<file path="src/rtl/core/tvs_pkg.sv">
// Shared widths, codes and helpers for the trilinear volume sampler.
// Used by every module under rtl/core; depends on nothing else.
package tvs_pkg;

  // Defaults for the top-level parameters
  localparam int MAX_DIM_DEF    = 32;
  localparam int VOXEL_BITS_DEF = 16;

  // Fixed field widths of the channels
  localparam int CFG_W     = 6;
  localparam int CFG_IDX_W = 2;
  localparam int INDEX_W   = 15;
  localparam int VALUE_W   = 16;
  localparam int POS_W     = 17;
  localparam int OUT_W     = 16;

  // Coordinate math: a voxel coordinate never exceeds the largest dim register value
  localparam int FRAC_W  = 16;
  localparam int IDX_W   = CFG_W;
  localparam int ROW_W   = 2 * CFG_W;
  localparam int LIN_W   = 3 * CFG_W;
  localparam int AXIS_W  = 2 * IDX_W + FRAC_W;
  localparam int SPLIT_W = 3 * AXIS_W;

  localparam int ROUND_HALF = 32768;
  localparam int Q_DEPTH    = 2;

  localparam logic [CFG_W-1:0] DIM_RESET = CFG_W'(32);
  localparam logic [POS_W-1:0] ONE_Q16   = POS_W'(65536);

  // Opcodes of an input item
  localparam logic OP_WRITE  = 1'b0;
  localparam logic OP_SAMPLE = 1'b1;

  // Configuration register indexes
  localparam logic [CFG_IDX_W-1:0] REG_DIM_X = CFG_IDX_W'(0);
  localparam logic [CFG_IDX_W-1:0] REG_DIM_Y = CFG_IDX_W'(1);
  localparam logic [CFG_IDX_W-1:0] REG_DIM_Z = CFG_IDX_W'(2);

  // Status of the back end, watched at the top level
  typedef struct packed {
    logic busy;
    logic done;
  } bk_stat_t;

  function automatic int addr_width(input int max_dim);
    return $clog2(max_dim * max_dim * max_dim);
  endfunction

  function automatic int cmd_width(input int max_dim, input int voxel_bits);
    return 1 + addr_width(max_dim) + voxel_bits + SPLIT_W;
  endfunction

endpackage

</file>
<file path="src/rtl/core/tvs_queue.sv">
// Short command queue between the front and back ends of the sampler.
// Depends on tvs_pkg for the default depth.
module tvs_queue #(
  parameter int WIDTH = 8,
  parameter int DEPTH = tvs_pkg::Q_DEPTH
) (
  input  logic             clk,
  input  logic             rst_n,
  input  logic             push,
  input  logic [WIDTH-1:0] push_data,
  output logic             full,
  input  logic             pop,
  output logic [WIDTH-1:0] pop_data,
  output logic             empty
);
  import tvs_pkg::*;

  localparam int PTR_W = (DEPTH > 1) ? $clog2(DEPTH) : 1;
  localparam int CNT_W = $clog2(DEPTH + 1);

  logic [WIDTH-1:0] slot_r [DEPTH];
  logic [PTR_W-1:0] wr_ptr_r, wr_ptr_nxt;
  logic [PTR_W-1:0] rd_ptr_r, rd_ptr_nxt;
  logic [CNT_W-1:0] count_r, count_nxt;

  assign full     = (count_r == CNT_W'(DEPTH));
  assign empty    = (count_r == '0);
  assign pop_data = slot_r[rd_ptr_r];

  // Advance pointers with wrap and track the fill level
  always_comb begin
    wr_ptr_nxt = wr_ptr_r;
    rd_ptr_nxt = rd_ptr_r;
    count_nxt  = count_r;
    if (push) begin
      wr_ptr_nxt = (wr_ptr_r == PTR_W'(DEPTH - 1)) ? '0 : wr_ptr_r + PTR_W'(1);
    end
    if (pop) begin
      rd_ptr_nxt = (rd_ptr_r == PTR_W'(DEPTH - 1)) ? '0 : rd_ptr_r + PTR_W'(1);
    end
    if (push && !pop) begin
      count_nxt = count_r + CNT_W'(1);
    end else if (pop && !push) begin
      count_nxt = count_r - CNT_W'(1);
    end
  end

  always_ff @(posedge clk) begin
    if (!rst_n) begin
      wr_ptr_r <= '0;
      rd_ptr_r <= '0;
      count_r  <= '0;
    end else begin
      wr_ptr_r <= wr_ptr_nxt;
      rd_ptr_r <= rd_ptr_nxt;
      count_r  <= count_nxt;
    end
  end

  // Store the pushed item
  always_ff @(posedge clk) begin
    if (push) begin
      slot_r[wr_ptr_r] <= push_data;
    end
  end

endmodule

</file>
<file path="config.mk">
export PLATFORM = sky130hd
export DESIGN_NAME = tvs_queue
export DESIGN_NICKNAME = d
export VERILOG_FILES = /design/src/rtl/core/tvs_pkg.sv /design/src/rtl/core/tvs_queue.sv
export SDC_FILE = /design/constraint.sdc
export NUM_CORES = 1
export LEC_CHECK = 0
export BUFFER_PORTS_ARGS = -buffer_cell sky130_fd_sc_hd__buf_4
export CAP_MARGIN = 0
export CORE_MARGIN = 2
export CORE_UTILIZATION = 52
export DETAILED_ROUTE_END_ITERATION = 6
export GPL_TIMING_DRIVEN = 0
export PLACE_DENSITY_LB_ADDON = 0.05
export SLEW_MARGIN = 20
export SYNTH_ARGS = -nofsm -noshare
export SYNTH_HDL_FRONTEND = slang
export SYNTH_SLANG_ARGS = --single-unit
</file>
<file path="constraint.sdc">
create_clock -name clk -period 3.2 [get_ports clk]
set_clock_uncertainty 0.05 [all_clocks]
set_input_delay 0.64 -clock clk [delete_from_list [all_inputs] [get_ports clk]]
set_output_delay 0.64 -clock clk [all_outputs]
set_load 0.005 [all_outputs]
</file>
==> run summary <==
====================================================================================
Maximum clock frequency                                                    0.497 GHz
FF+latch count, synth                                                             21
Port Buffers                                                                      21
Area added between synthesis and finish                                        25.8%
Number of enable flip-flop cells after synthesis                                  16
Commonest cells in the synthesized netlist                              sky130_fd_sc_hd__edfxtp_1 (16), sky130_fd_sc_hd__mux2_2 (8), sky130_fd_sc_hd__dfxtp_1 (5)
Leading register cell type out of synthesis                             sky130_fd_sc_hd__edfxtp_1
Area share of the largest cell type after synthesis                            0.605
Clock group share of total power                                               0.240
Via density per instance                                                        5.03
Number of unique standard cell types used by synthesis                            16
Die X-Extent                                                                 43.1 um
Number of buffers created by CTS                                                   3
Top area cells in the synthesized netlist                               sky130_fd_sc_hd__edfxtp_1 (60%), sky130_fd_sc_hd__dfxtp_1 (13%), sky130_fd_sc_hd__mux2_2 (11%), sky130_fd_sc_hd__and2_1 (3.1%), sky130_fd_sc_hd__xor2_1 (2.2%)
Largest net degree at the start of global routing                                 13
Clock Pin Slew Worst Setup and Hold Paths                                    0.11 ns
CP cell instances                                                       buf_2, mux2_2, buf_4
Arrival time at the worst endpoint                                           1.32 ns
Switch share                                                                   0.222
Finished Cell Area                                                         1000 um^2
Part of the total power dissipated in sequential elements                      0.609
Worst slew pin tran                                                         0.755 ns
Total number of vias                                                             443
Die Span Y                                                                   43.1 um
Core Area                                                                  1470 um^2
Post-route antenna net violation count                                             0
Setup repair after global routing missed its margin                            false
IO Pins                                                                           22
Aggregate negative setup slack                                                  0 ns
Post-route minimum period                                                    2.01 ns
Startpoint type of the worst setup path                                    flip-flop
Wire per inst                                                                12.5 um
Number of buffers on the longest clock path                                        2
Antenna violations before repair                                                   0
Ratio of final minimum period to clock period                                  0.629
CTS hold repair buffers                                                            0
Root cell of the clock tree                                             sky130_fd_sc_hd__clkbuf_4
First-pass GRT wire length                                                   1890 um
Critical path type                                                      flip-flop to output port
Most frequently used cell type in the post-synthesis netlist            sky130_fd_sc_hd__edfxtp_1
Fraction of layout instances using a drive strength above 1                    0.486
Overall overflow remaining after global route                                      0
DP Area                                                                     972 um^2
Worst-path fanout max                                                              8
Power share of the combinational group                                         0.151
Final RePlAce weighted congestion                                              0.613
Number of H-tree levels                                                            1
Clock net sink count                                                              21
Pwr dens                                                                 524 nW/um^2
Number of DRC markers after the initial detailed-route iteration                   2
Net Switching                                                                 116 uW
Number of setup buffers added after CTS                                            0
Yosys warns                                                                        0
Final hold violations                                                              0
Number of global-route vias before repair                                        443
Number of cells on the worst hold path                                             1
Number of standard-cell rows in the floorplan                                     14
Full die area                                                              1860 um^2
Worst hold-check path type                                              primary input to flip-flop
Ant diodes                                                                         0
Maximum resistive drop on vdd                                             0.000282 V
Number of setup violations in the final report                                     0
Drt total wl                                                                 1100 um
CP endpoint kind                                                         output port
Layout net count                                                                  86
DRC violations left                                                                0
Post-synthesis net count                                                          60
Total count of max-transition violations in the final report                       0
Average cell area after synthesis                                          16.9 um^2
Crit path largest cell delay                                                 0.36 ns
Overall fraction of global-route tracks in use                                 0.144
Number of inserted filler cells in the final layout                              108
Number of cells produced by synthesis                                             47
Worst rel slew slack                                                           0.495
HPWL after detailed placement                                                 787 um
Clock Latency Late Sink                                                      0.31 ns
Leakage power                                                               0.403 nW
WP data required                                                             2.51 ns
Register area share after synthesis                                            0.731
CTS tree                                                                       built
Share of flip-flops with an asynchronous set or reset after synthesis              0
CP max-delay cell                                                       sky130_fd_sc_hd__mux2_2
Reg area                                                                    581 um^2
1st-pass router iterations                                                         3
Library cell with the largest summed area after synthesis               sky130_fd_sc_hd__edfxtp_1
Run status                                                              complete, no violations
Depth of the worst register-to-register path                                       1
Max Cap Violations                                                                 0
PostCTS Resize Cnt                                                                 0
Starting density of the core                                                   0.540
Cell Int Power                                                                408 uW
Netlist area before placement                                               795 um^2
Area of the multi-input gates                                               205 um^2
Register-to-register setup slack                                             1.85 ns
====================================================================================
[layout by cell type (no fill, tap or decap), types with 2 or more instances in the layout]
| cell type | n |
|---|---|
| sky130_fd_sc_hd__nor2b_1 | 2 |
| sky130_fd_sc_hd__and2_1 | 4 |
| sky130_fd_sc_hd__dfxtp_1 | 5 |
| sky130_fd_sc_hd__edfxtp_1 | 16 |
| sky130_fd_sc_hd__buf_4 | 21 |
| sky130_fd_sc_hd__xor2_1 | 2 |
| sky130_fd_sc_hd__mux2_2 | 8 |
| sky130_fd_sc_hd__clkbuf_4 | 3 |
[per-stage QoR]
| stage | power [mW] | utilization | worst slack, ns | cells | hold slack, ns |
|---|---|---|---|---|---|
| 2_1_floorplan | 0.364 | - | 1.64 | 47 | 0.416 |
| 3_3_place_gp | 0.403 | 0.661 | 1.39 | 84 | 0.436 |
| 3_5_place_dp | 0.405 | 0.661 | 1.43 | 84 | 0.458 |
| 4_1_cts | 0.525 | 0.679 | 1.17 | 88 | 0.460 |
| 5_1_grt | 0.543 | 0.679 | 1.13 | 88 | 0.459 |
| 6_report | 0.524 | 0.679 | 1.19 | 88 | 0.457 |
[power groups by stage]
stage,logic [mW],registers [mW],clock network (mW)
6_report,0.0791,0.319,0.126
5_1_grt,0.0871,0.322,0.134
4_1_cts,0.0801,0.319,0.126
3_5_place_dp,0.0796,0.325,0
3_3_place_gp,0.0785,0.325,0
2_1_floorplan,0.0404,0.324,0
[kinds of logic after synthesis]
logic type,share of synthesized area
DFF,0.731
and+or+nand+nor,0.0709
muxes,0.113
AOI/OAI and AO/OA,0.0252
xor gates and xnor gates,0.0331
buffers and inverters,0.0110
adders and majority gates,0.0157
[layout make-up]
type,count,area share
buffer,1,0.00501
timing repair buffer,21,0.158
clock buffer,3,0.0225
inverter,1,0.00375
multi-input combinational,24,0.205
clock inverter,1,0.00501
sequential,21,0.581
tap,16,0.0200
[path summary, 6_finish.rpt]
check | from | end
max | flip-flop | pop_data[7]
min | push_data[0] | slot_r[1][0]$_DFFE_PP_
max reg2reg | wr_ptr_r$_SDFFE_PN0P_ | slot_r[0][4]$_DFFE_PP_
min reg2reg | count_r[1]$_SDFFE_PN0P_ | count_r[1]$_SDFFE_PN0P_
[critical path, delay by kind of cell (launching register included)]
| family | cells | cell delay [ns] |
|---|---|---|
| muxes | 1 | 0.36 |
| buffers and inverters | 2 | 0.34 |
| DFF | 1 | 0.32 |
[sequential cells by signal, summed over array words and instances (netlist names), named ones only]
name / flops
wr_ptr_r: 1
count_r: 2
rd_ptr_r: 1
slot_r: 16
[routing by layer]
metal / GRT usage / wire [um] / vias to the layer above
li1: - / - / 220
met4: 0.0909 / 27 / 0
met2: 0.218 / 522 / 15
met3: 0.0255 / 64 / 3
met5: 0 / 0 / -
met1: 0.190 / 489 / 205
Power figures use the tool's default switching activity.
