## config.mk

```make
export PLATFORM = sky130hd
export DESIGN_NAME = tvs_front
export DESIGN_NICKNAME = d
export VERILOG_FILES = /design/src/rtl/core/tvs_pkg.sv /design/src/rtl/core/tvs_front.sv
export SDC_FILE = /design/constraint.sdc
export NUM_CORES = 1
export LEC_CHECK = 0
export BUFFER_PORTS_ARGS = -buffer_cell sky130_fd_sc_hd__buf_2
export CAP_MARGIN = 5
export CORE_MARGIN = 5
export CORE_UTILIZATION = 29
export CTS_BUF_LIST = sky130_fd_sc_hd__clkbuf_4
export CTS_CLUSTER_SIZE = 14
export DETAILED_ROUTE_END_ITERATION = 6
export GPL_ROUTABILITY_DRIVEN = 0
export SYNTH_ARGS = -nofsm -noshare
export SYNTH_HDL_FRONTEND = slang
export SYNTH_SLANG_ARGS = --single-unit
export TNS_END_PERCENT = 1
```

## constraint.sdc

```tcl
create_clock -name clk -period 10.41 [get_ports clk]
set_input_delay 0 -clock clk [delete_from_list [all_inputs] [get_ports clk]]
set_output_delay 0 -clock clk [all_outputs]
set_load 0.01 [all_outputs]
```

## src/rtl/core/tvs_pkg.sv

```systemverilog
// Shared widths, codes and helpers for the trilinear volume sampler.
// Used by every module under rtl/core; depends on nothing else.
package tvs_pkg;

  // Defaults for the top-level parameters
  localparam int MAX_DIM_DEF    = 32;
  localparam int VOXEL_BITS_DEF = 16;

  // Fixed field widths of the channels
  localparam int CFG_W     = 6;
  localparam int CFG_IDX_W = 2;
  localparam int INDEX_W   = 15;
  localparam int VALUE_W   = 16;
  localparam int POS_W     = 17;
  localparam int OUT_W     = 16;

  // Coordinate math: a voxel coordinate never exceeds the largest dim register value
  localparam int FRAC_W  = 16;
  localparam int IDX_W   = CFG_W;
  localparam int ROW_W   = 2 * CFG_W;
  localparam int LIN_W   = 3 * CFG_W;
  localparam int AXIS_W  = 2 * IDX_W + FRAC_W;
  localparam int SPLIT_W = 3 * AXIS_W;

  localparam int ROUND_HALF = 32768;
  localparam int Q_DEPTH    = 2;

  localparam logic [CFG_W-1:0] DIM_RESET = CFG_W'(32);
  localparam logic [POS_W-1:0] ONE_Q16   = POS_W'(65536);

  // Opcodes of an input item
  localparam logic OP_WRITE  = 1'b0;
  localparam logic OP_SAMPLE = 1'b1;

  // Configuration register indexes
  localparam logic [CFG_IDX_W-1:0] REG_DIM_X = CFG_IDX_W'(0);
  localparam logic [CFG_IDX_W-1:0] REG_DIM_Y = CFG_IDX_W'(1);
  localparam logic [CFG_IDX_W-1:0] REG_DIM_Z = CFG_IDX_W'(2);

  // Status of the back end, watched at the top level
  typedef struct packed {
    logic busy;
    logic done;
  } bk_stat_t;

  function automatic int addr_width(input int max_dim);
    return $clog2(max_dim * max_dim * max_dim);
  endfunction

  function automatic int cmd_width(input int max_dim, input int voxel_bits);
    return 1 + addr_width(max_dim) + voxel_bits + SPLIT_W;
  endfunction

endpackage

```

## src/rtl/core/tvs_front.sv

```systemverilog
// Front end of the sampler: accepts items, holds the dimension registers,
// drops out-of-range writes and splits sample positions. Depends on tvs_pkg.
module tvs_front #(
  parameter int MAX_DIM    = tvs_pkg::MAX_DIM_DEF,
  parameter int VOXEL_BITS = tvs_pkg::VOXEL_BITS_DEF
) (
  input  logic                                  clk,
  input  logic                                  rst_n,
  input  logic                                  in_valid,
  output logic                                  in_stall,
  input  logic                                  in_opcode,
  input  logic [tvs_pkg::INDEX_W-1:0]           in_voxel_index,
  input  logic [tvs_pkg::VALUE_W-1:0]           in_voxel_value,
  input  logic [tvs_pkg::POS_W-1:0]             in_pos_x,
  input  logic [tvs_pkg::POS_W-1:0]             in_pos_y,
  input  logic [tvs_pkg::POS_W-1:0]             in_pos_z,
  input  logic                                  cfg_we,
  input  logic [tvs_pkg::CFG_IDX_W-1:0]         cfg_index,
  input  logic [tvs_pkg::CFG_W-1:0]             cfg_wdata,
  output logic [tvs_pkg::CFG_W-1:0]             dim_x_eff,
  output logic [tvs_pkg::CFG_W-1:0]             dim_y_eff,
  output logic                                  q_push,
  output logic [tvs_pkg::cmd_width(MAX_DIM, VOXEL_BITS)-1:0] q_data,
  input  logic                                  q_full
);
  import tvs_pkg::*;

  localparam int ADDR_W      = addr_width(MAX_DIM);
  localparam int STORE_DEPTH = MAX_DIM * MAX_DIM * MAX_DIM;

  logic [CFG_W-1:0]   dim_x_r, dim_y_r, dim_z_r;
  logic [CFG_W-1:0]   dim_z_eff;
  logic               valid_r, valid_nxt;
  logic               op_r;
  logic [INDEX_W-1:0] index_r;
  logic [VALUE_W-1:0] value_r;
  logic [POS_W-1:0]   pos_x_r, pos_y_r, pos_z_r;
  logic               accept, advance, keep;
  logic [AXIS_W-1:0]  split_x, split_y, split_z;

  // Clamp a dimension register to 1..MAX_DIM
  function automatic logic [CFG_W-1:0] eff_dim(input logic [CFG_W-1:0] d);
    logic [CFG_W-1:0] r;
    r = d;
    if (d == '0) begin
      r = CFG_W'(1);
    end else if (int'(d) > MAX_DIM) begin
      r = CFG_W'(MAX_DIM);
    end
    return r;
  endfunction

  // Scale a Q1.16 position by (dim - 1): floor index, ceil index, fraction
  function automatic logic [AXIS_W-1:0] axis_split(input logic [POS_W-1:0] pos,
                                                   input logic [CFG_W-1:0] dim);
    logic [POS_W-1:0]         p;
    logic [POS_W+CFG_W-1:0]   f;
    logic [IDX_W-1:0]         lo, hi;
    logic [FRAC_W-1:0]        t;
    p  = (pos > ONE_Q16) ? ONE_Q16 : pos;
    f  = (POS_W+CFG_W)'(p) * (POS_W+CFG_W)'(dim - CFG_W'(1));
    lo = f[FRAC_W +: IDX_W];
    t  = f[FRAC_W-1:0];
    hi = lo + IDX_W'(t != '0);
    return {lo, hi, t};
  endfunction

  assign dim_x_eff = eff_dim(dim_x_r);
  assign dim_y_eff = eff_dim(dim_y_r);
  assign dim_z_eff = eff_dim(dim_z_r);

  // Hold the item while the queue is full
  assign in_stall = valid_r && q_full;
  assign accept   = in_valid && !in_stall;
  assign advance  = valid_r && !q_full;
  assign keep     = (op_r == OP_SAMPLE) || (32'(index_r) < 32'(STORE_DEPTH));
  assign q_push   = advance && keep;

  assign split_x = axis_split(pos_x_r, dim_x_eff);
  assign split_y = axis_split(pos_y_r, dim_y_eff);
  assign split_z = axis_split(pos_z_r, dim_z_eff);

  assign q_data = {op_r == OP_SAMPLE, ADDR_W'(index_r), VOXEL_BITS'(value_r),
                   split_x, split_y, split_z};

  always_comb begin
    valid_nxt = valid_r;
    if (accept) begin
      valid_nxt = 1'b1;
    end else if (advance) begin
      valid_nxt = 1'b0;
    end
  end

  // Dimension registers; writes beyond the last index do nothing
  always_ff @(posedge clk) begin
    if (!rst_n) begin
      dim_x_r <= DIM_RESET;
      dim_y_r <= DIM_RESET;
      dim_z_r <= DIM_RESET;
      valid_r <= 1'b0;
    end else begin
      valid_r <= valid_nxt;
      if (cfg_we) begin
        case (cfg_index)
          REG_DIM_X: dim_x_r <= cfg_wdata;
          REG_DIM_Y: dim_y_r <= cfg_wdata;
          REG_DIM_Z: dim_z_r <= cfg_wdata;
          default: ;
        endcase
      end
    end
  end

  // Capture the accepted item
  always_ff @(posedge clk) begin
    if (accept) begin
      op_r    <= in_opcode;
      index_r <= in_voxel_index;
      value_r <= in_voxel_value;
      pos_x_r <= in_pos_x;
      pos_y_r <= in_pos_y;
      pos_z_r <= in_pos_z;
    end
  end

endmodule

```

==> impl_results.md, run 1 <==
* Rows at 83
* Max stage delay on crit path at 0.85 ns
* Synth unique cells at 63
* DR vias/cell at 4.66
* Bufs on Longest Clock Path at 2
* Synth warn at 0
* Ports at 226
* Cell Area, Placed at 0.0172 mm²
* PnR worst setup slack at 1.72 ns
* Worst Path Required at 10.41 ns
* Total iterations of the first detailed-routing run at 5
* First-pass GRT wire length at 68,000 µm
* Root Driver: clkbuf_4
* Worst Path Max Fanout at 15
* Grt peak-use layer: met2
* Iteration-0 DRC Markers at 654
* Post-synth top area share at 0.297
* Die height at 239 µm
* WL/cell at 15.6 µm
* Number of I/O port buffers at 225
* Setup crit start kind: register
* Syn_area_per_cell at 9.50 µm²
* Fillers at 5,263
* CP Cell Sequence: nor4_1, nand4_1, nand2_1, inv_1, nor2_1, nand2_1, fa_1, inv_1, fa_1, fa_1, fa_1, ha_1, a21oi_1, o21ai_0, a311oi_1, nor2_1, xor2_1, or4_1, or3_1, ha_1, ha_1, nand3_1, xnor2_1, buf_2
* Multi-input gate area at 0.0111 mm²
* Dpl ws at 1.97 ns
* Worst-Skew Late Latency at 0.52 ns
* Synth top area cells: fa_1 (30%), edfxtp_1 (16%), ha_1 (12%), inv_1 (8.0%), and2_1 (4.8%)
* Synth Cell Area at 0.0152 mm²
* H-tree levels at 3
* Leading area contributor after synthesis: fa_1
* Final Cycle Share at 0.835
* Starting Density at 0.294
* Flops & latches, synth at 102
* Critical Path AT at 8.69 ns
* Nets at 2,416
* Gr ovfl total at 0
* Sequential element share of the synthesized area at 0.189
* Post-synth EDFFs at 83
* Worst slew pin tran at 1.23 ns
* Worst Skew at 0.0244 ns
* Post-DRT Antenna Nets at 0
* GRT met1 Usage at 0.193
* Grt met3 use at 0.0314
* Largest net degree at the start of global routing at 55
* Gr usage total at 0.147
* RSZ-0062 raised after global routing: no
* Share of cells above drive strength 1 at 0.138
* Detailed-route via count at 12,300
* Fmax at 0.115 GHz
* Max Slew Vio Count at 0
* Remaining DRCs at 0
* HPWL Detailed at 33,600 µm
* Setup CP Type: register to output pin
* Core region area at 0.0515 mm²
* Grt met2 use at 0.253
* Sequential Area at 0.00287 mm²
* CP max stage cell: nor2_1
* Setup violators final at 0
* CP endpoint kind: output pin
* Max_slew headroom at 0.172
* Ys async rst share at 0
* Top FF cell, synth: edfxtp_1
* Vias in the first global route at 13,100
* Synth Instances at 1,596
* Leakage power at 9.13 nW
* Peak supply drop at 0.242 mV
* CTS tree: yes
* Hold Vio Cnt, Final at 0
* Area grow syn2layout at 21.1%
* Power Dens Cells at 252 mW/mm²
* Clock tree sinks at 102
* Fin crit period at 8.69 ns
* Clock Pin Slew Worst Setup and Hold Paths at 0.17 ns
* Clock buffer count from CTS at 9
* Initial antenna violation count at 5
* Post-Route Setup TNS at 0 ns
* Die ar. at 0.0570 mm²
* Max-Cap Viols at 0
* Post-CTS setup buffers at 0
* Final wirelength at 41,200 µm
* Hold Crit Class: input pin to register
* Outcome: completed
* CP dominant cell by count: fa_1
* Die W at 239 µm
* Post-route design area at 0.0184 mm²
* Post-CTS Resized at 0
## area by class of cell
type	instances	share of cell area
Tap cell	680	0.0463
Sequential cell	102	0.156
Clock inverter	7	0.00490
Clock buffer	9	0.00368
Multi-Input combinational cell	1179	0.605
Antenna cell	3	0.000409
Timing Repair Buffer	329	0.117
Inverter	324	0.0662
## metrics by stage
step	std cells	power [W]	util	hold WS, ns
2_1_floorplan	1642	0.00319	-	0.0464
3_3_place_gp	2516	0.00436	0.334	0.176
5_1_grt	2631	0.00517	0.357	0.0637
6_report	2633	0.00463	0.357	0.0967
3_5_place_dp	2516	0.00443	0.334	0.178
4_1_cts	2629	0.00472	0.356	0.00270
## sequential cells by signal, indices dropped and copies added (netlist names)
name,cells
op_r,1
value_r,16
dim_y_r,6
pos_z_r,17
valid_r,1
pos_y_r,17
index_r,15
pos_x_r,17
dim_x_r,6
dim_z_r,6
## cell usage after synthesis, types with 34 or more instances
library cell,number
a21oi_1,73
and2_1,116
clkbuf_1,34
edfxtp_1,83
fa_1,225
ha_1,150
inv_1,322
nand2_1,112
nor2_1,80
nor2b_1,35
xnor2_1,54
## per-layer routing
layer | share of wire | vias to the layer above
met5 | 0.00032 | -
met4 | 0.015 | 2
met3 | 0.073 | 42
met2 | 0.49 | 396
met1 | 0.42 | 6048
li1 | - | 5769
## critical path: cells and delay by family, from the launching register on
family / cells / cell delay [ns]
fa+ha+maj: 7 / 2.87
flops: 1 / 0.56
buf+inv: 3 / 0.26
xor+xnor: 2 / 0.30
compound gates: 3 / 1.04
simple gates: 9 / 3.16
## power breakdown
part           internal, W  total [W]  switching [W]  leakage, nW
clock            0.0000581   0.000230       0.000172       0.0778
sequential        0.000468   0.000495      0.0000277        0.958
combinational      0.00164    0.00391        0.00226         8.10
## repair_timing
item / CTS / global route
hold buffers: 97 / 0
endpoints found under the setup margin: 0 / 0
hold endpoints to repair: 122 / 0
## cells by family (layout without fill, tap and decap cells)
group / after synthesis / count (layout) / share of synthesized area
xor gates and xnor gates: 81 / 81 / 0.0473
DFF: 102 / 102 / 0.189
adders and majority gates: 375 / 375 / 0.421
buffers and inverters: 361 / 669 / 0.0898
and+or+nand+nor: 497 / 497 / 0.173
muxes: 20 / 20 / 0.0132
AOI/OAI and AO/OA: 158 / 158 / 0.0663
other: 2 / 51 / 0.000495
## placed cells by master (no fill, tap or decap), types with 8 or more instances in the layout
| cell | n |
|---|---|
| a21o_1 | 22 |
| a21oi_1 | 73 |
| and2_1 | 116 |
| and3_1 | 33 |
| buf_2 | 225 |
| clkbuf_4 | 9 |
| conb_1 | 48 |
| dfxtp_1 | 19 |
| dlygate4sd3_1 | 97 |
| edfxtp_1 | 83 |
| fa_1 | 225 |
| ha_1 | 150 |
| inv_1 | 322 |
| mux2i_1 | 20 |
| nand2_1 | 112 |
| nand3_1 | 33 |
| nor2_1 | 80 |
| nor2b_1 | 34 |
| nor3_1 | 19 |
| nor4_1 | 13 |
| o21ai_0 | 11 |
| o21ai_1 | 8 |
| or2_2 | 8 |
| or4_1 | 9 |
| xnor2_1 | 54 |
| xor2_1 | 26 |
## path summary, 6_finish.rpt
kind	from	end	slack, ns	cells after the start
hold / removal	cfg_we	dim_x_r[5]	0.1	4
hold reg to reg	dim_x_r[2]	dim_x_r[2]	0.55	2
setup reg to reg	valid_r	pos_y_r[2]	7.98	3
setup / recovery	pos_x_r[0]	q_data[76]	1.72	24
Note: power is estimated with default switching activity, not from simulation.
==> run 2: changes to the inputs <==
- clock period: 10.41 -> 7.6 ns (I/O delays scaled with it)
==> impl_results.md, run 2 (same netlist as run 1, synthesis figures left out) <==
* Nets at 2,521 (was 2,416)
* Vias in the first global route at 13,400 (was 13,100)
* Total power draw at 0.00696 W (was 0.00463 W)
* Clock buffer count from CTS at 9 (unchanged)
* Setup crit start: pos_y_r[1] (was pos_x_r[0])
* Most frequent cells in the layout: inv_1 (319), buf_2 (225), fa_1 (224) (was inv_1 (322), fa_1 (225), buf_2 (225))
* H-tree levels at 3 (unchanged)
* Setup violators final at 0 (unchanged)
* Setup crit start kind: register (unchanged)
* Die height at 239 µm (unchanged)
* Outcome: completed (unchanged)
* Fin crit period at 7.51 ns
* Comb power frac at 0.857 (was 0.843)
* Die W at 239 µm (unchanged)
* Biggest regs: pos_x_r (17), pos_y_r (17), pos_z_r (17) (unchanged)
* Remaining DRCs at 0 (unchanged)
* Total iterations of the first detailed-routing run at 6 (was 5)
* Post-DRT Antenna Nets at 0 (unchanged)
* Iteration-0 DRC Markers at 677 (was 654)
* Area grow syn2layout at 30.6% (was 21.1%)
* Dpl ws at 0.178 ns (was 1.97 ns)
* Max Slew Vio Count at 0 (unchanged)
* Core region area at 0.0515 mm² (unchanged)
* Switch share at 0.522 (was 0.532)
* R2r endpoint: pos_y_r[13] (was pos_y_r[2])
* First-pass GRT wire length at 69,800 µm (was 68,000 µm)
* CTS tree: yes (unchanged)
* Final wirelength at 43,700 µm (was 41,200 µm)
* Worst Path Required at 7.60 ns (was 10.41 ns)
* Gr ovfl total at 0 (unchanged)
* Initial antenna violation count at 2 (was 5)
* Share of cells above drive strength 1 at 0.231 (was 0.138)
* Starting Density at 0.294 (unchanged)
* Max-Cap Viols at 0 (unchanged)
* Worst Path Max Fanout at 15 (unchanged)
* Fillers at 5,166 (was 5,263)
* Hold Path Cell Cnt at 2 (was 4)
* RSZ-0062 raised after global routing: yes (was no)
* Hold worst-path end: index_r[5] (was dim_x_r[5])
* DR vias/cell at 4.66 (about the same)
* Critical Path AT at 7.51 ns (was 8.69 ns)
* Max_slew headroom at 0.230 (was 0.172)
* Hold Crit Class: input pin to register (unchanged)
* Root Driver: clkbuf_4 (unchanged)
* Peak supply drop at 0.280 mV (was 0.242 mV)
* Worst slew pin tran at 1.15 ns (was 1.23 ns)
* Most common cell after layout, fill and taps aside: inv_1 (unchanged)
* PnR worst setup slack at 0.0878 ns (was 1.72 ns)
* Hold_sp: in_voxel_index[5] (was cfg_we)
* WL/cell at 16.0 µm (was 15.6 µm)
* Final Cycle Share at 0.988
* Hold Vio Cnt, Final at 0 (unchanged)
* Power Dens Cells at 351 mW/mm² (was 252 mW/mm²)
* Die ar. at 0.0570 mm² (unchanged)
* Leakage power at 9.77 nW (was 9.13 nW)
* CP endpoint kind: output pin (unchanged)
* Sequential share of power at 0.097 (was 0.107)
* Clock tree sinks at 102 (unchanged)
* Number of I/O port buffers at 225 (unchanged)
* Detailed-route via count at 12,800 (was 12,300)
* Clock Pin Slew Worst Setup and Hold Paths at 0.20 ns (was 0.17 ns)
* Largest net degree at the start of global routing at 45 (was 55)
* Worst reg2reg path startpoint: valid_r (unchanged)
* Bufs on Longest Clock Path at 2 (unchanged)
* Post-layout util at 0.385 (was 0.357)
* Flop2flop setup slack at 5.07 ns (was 7.98 ns)
* Ports at 226 (unchanged)
* Worst-Skew Late Latency at 0.54 ns (was 0.52 ns)
* Internal power at 0.00332 W (was 0.00217 W)
* Worst Skew at 0.0161 ns (was 0.0244 ns)
* Fmax at 0.133 GHz
* Setup CP Type: register to output pin (unchanged)
* Clock network fraction of total power at 0.047 (was 0.050)
* Rows at 83 (unchanged)
* Gr usage total at 0.152 (was 0.147)
* R2R depth at 3 (unchanged)
* Psw at 0.00363 W (was 0.00246 W)
* HPWL Detailed at 33,800 µm (was 33,600 µm)
run 2: layout make-up:
class                   count  area, µm²  area share
diodes                      1       2.50    0.000126
clock buffers               9       67.6     0.00341
clock inverters             7       80.1     0.00404
inverters                 324       1220      0.0614
multi-input cells        1179      11700       0.591
flip-flops and latches    102       2890       0.146
well taps                 680        851      0.0430
repair buffers            434       2990       0.151
run 2: power groups by stage:
stage | combinational (W) | sequential (W) | clock [W]
after floorplan | 0.00369 | 0.000680 | 0
after global placement | 0.00533 | 0.000689 | 0
after detailed placement | 0.00544 | 0.000689 | 0
after CTS | 0.00566 | 0.000674 | 0.000347
after global routing | 0.00664 | 0.000678 | 0.000365
final | 0.00596 | 0.000674 | 0.000323
run 2: metrics by stage:
stage	hold WS, ns	setup TNS [ns]	instances	area, µm²
after floorplan	0.0464	0	1642	15300
after global placement	0.177	0	2547	17500
after detailed placement	0.178	0	2547	17500
after CTS	0.0377	0	2694	19100
after global routing	0.0304	-1.25	2736	19800
final	0.135	0	2736	19800
run 2: worst max-delay path by stage:
stage,end,slack [ns]
after floorplan,q_data[20],0.59
after global placement,q_data[20],0.24
after detailed placement,q_data[20],0.18
after CTS,q_data[48],0.003
after global routing,q_data[49],-0.21
final,q_data[48],0.09
run 2: routing by layer:
| layer | wire, µm | up-vias | GRT usage | part of all wire |
|---|---|---|---|---|
| li1 | - | 5967 | - | - |
| met1 | 18100 | 6313 | 0.194 | 0.41 |
| met2 | 21600 | 413 | 0.263 | 0.49 |
| met3 | 3030 | 62 | 0.0347 | 0.069 |
| met4 | 953 | 0 | 0.0317 | 0.022 |
| met5 | 0 | - | 0 | 0 |
run 2: critical path: stages (launching register included):
cell and delay (ns):
edfxtp_1 0.45, or4_1 0.62, o41ai_4 0.40, buf_4 0.19
buf_6 0.14, and3_1 0.19, fa_1 0.42, fa_1 0.51
fa_1 0.50, inv_1 0.05, fa_1 0.48, inv_1 0.05
ha_1 0.20, or3_4 0.40, o21bai_4 0.20, a311o_2 0.44
xor2_2 0.17, nor3_2 0.16, nand4b_1 0.12, or4_4 0.56
ha_4 0.20, ha_2 0.19, nand3_2 0.07, xnor2_1 0.12
buf_2 0.15
run 2: timing repair:
| item | 4_1_cts | 5_1_grt |
|---|---|---|
| buffers inserted | 31 | 41 |
| setup endpoints to repair | 16 | 16 |
| pin swaps | 16 | 38 |
| hold endpoints to repair | 126 | 0 |
| gates cloned | 2 | 0 |
| hold buffers | 98 | 0 |
| gates resized for setup | 70 | 76 |
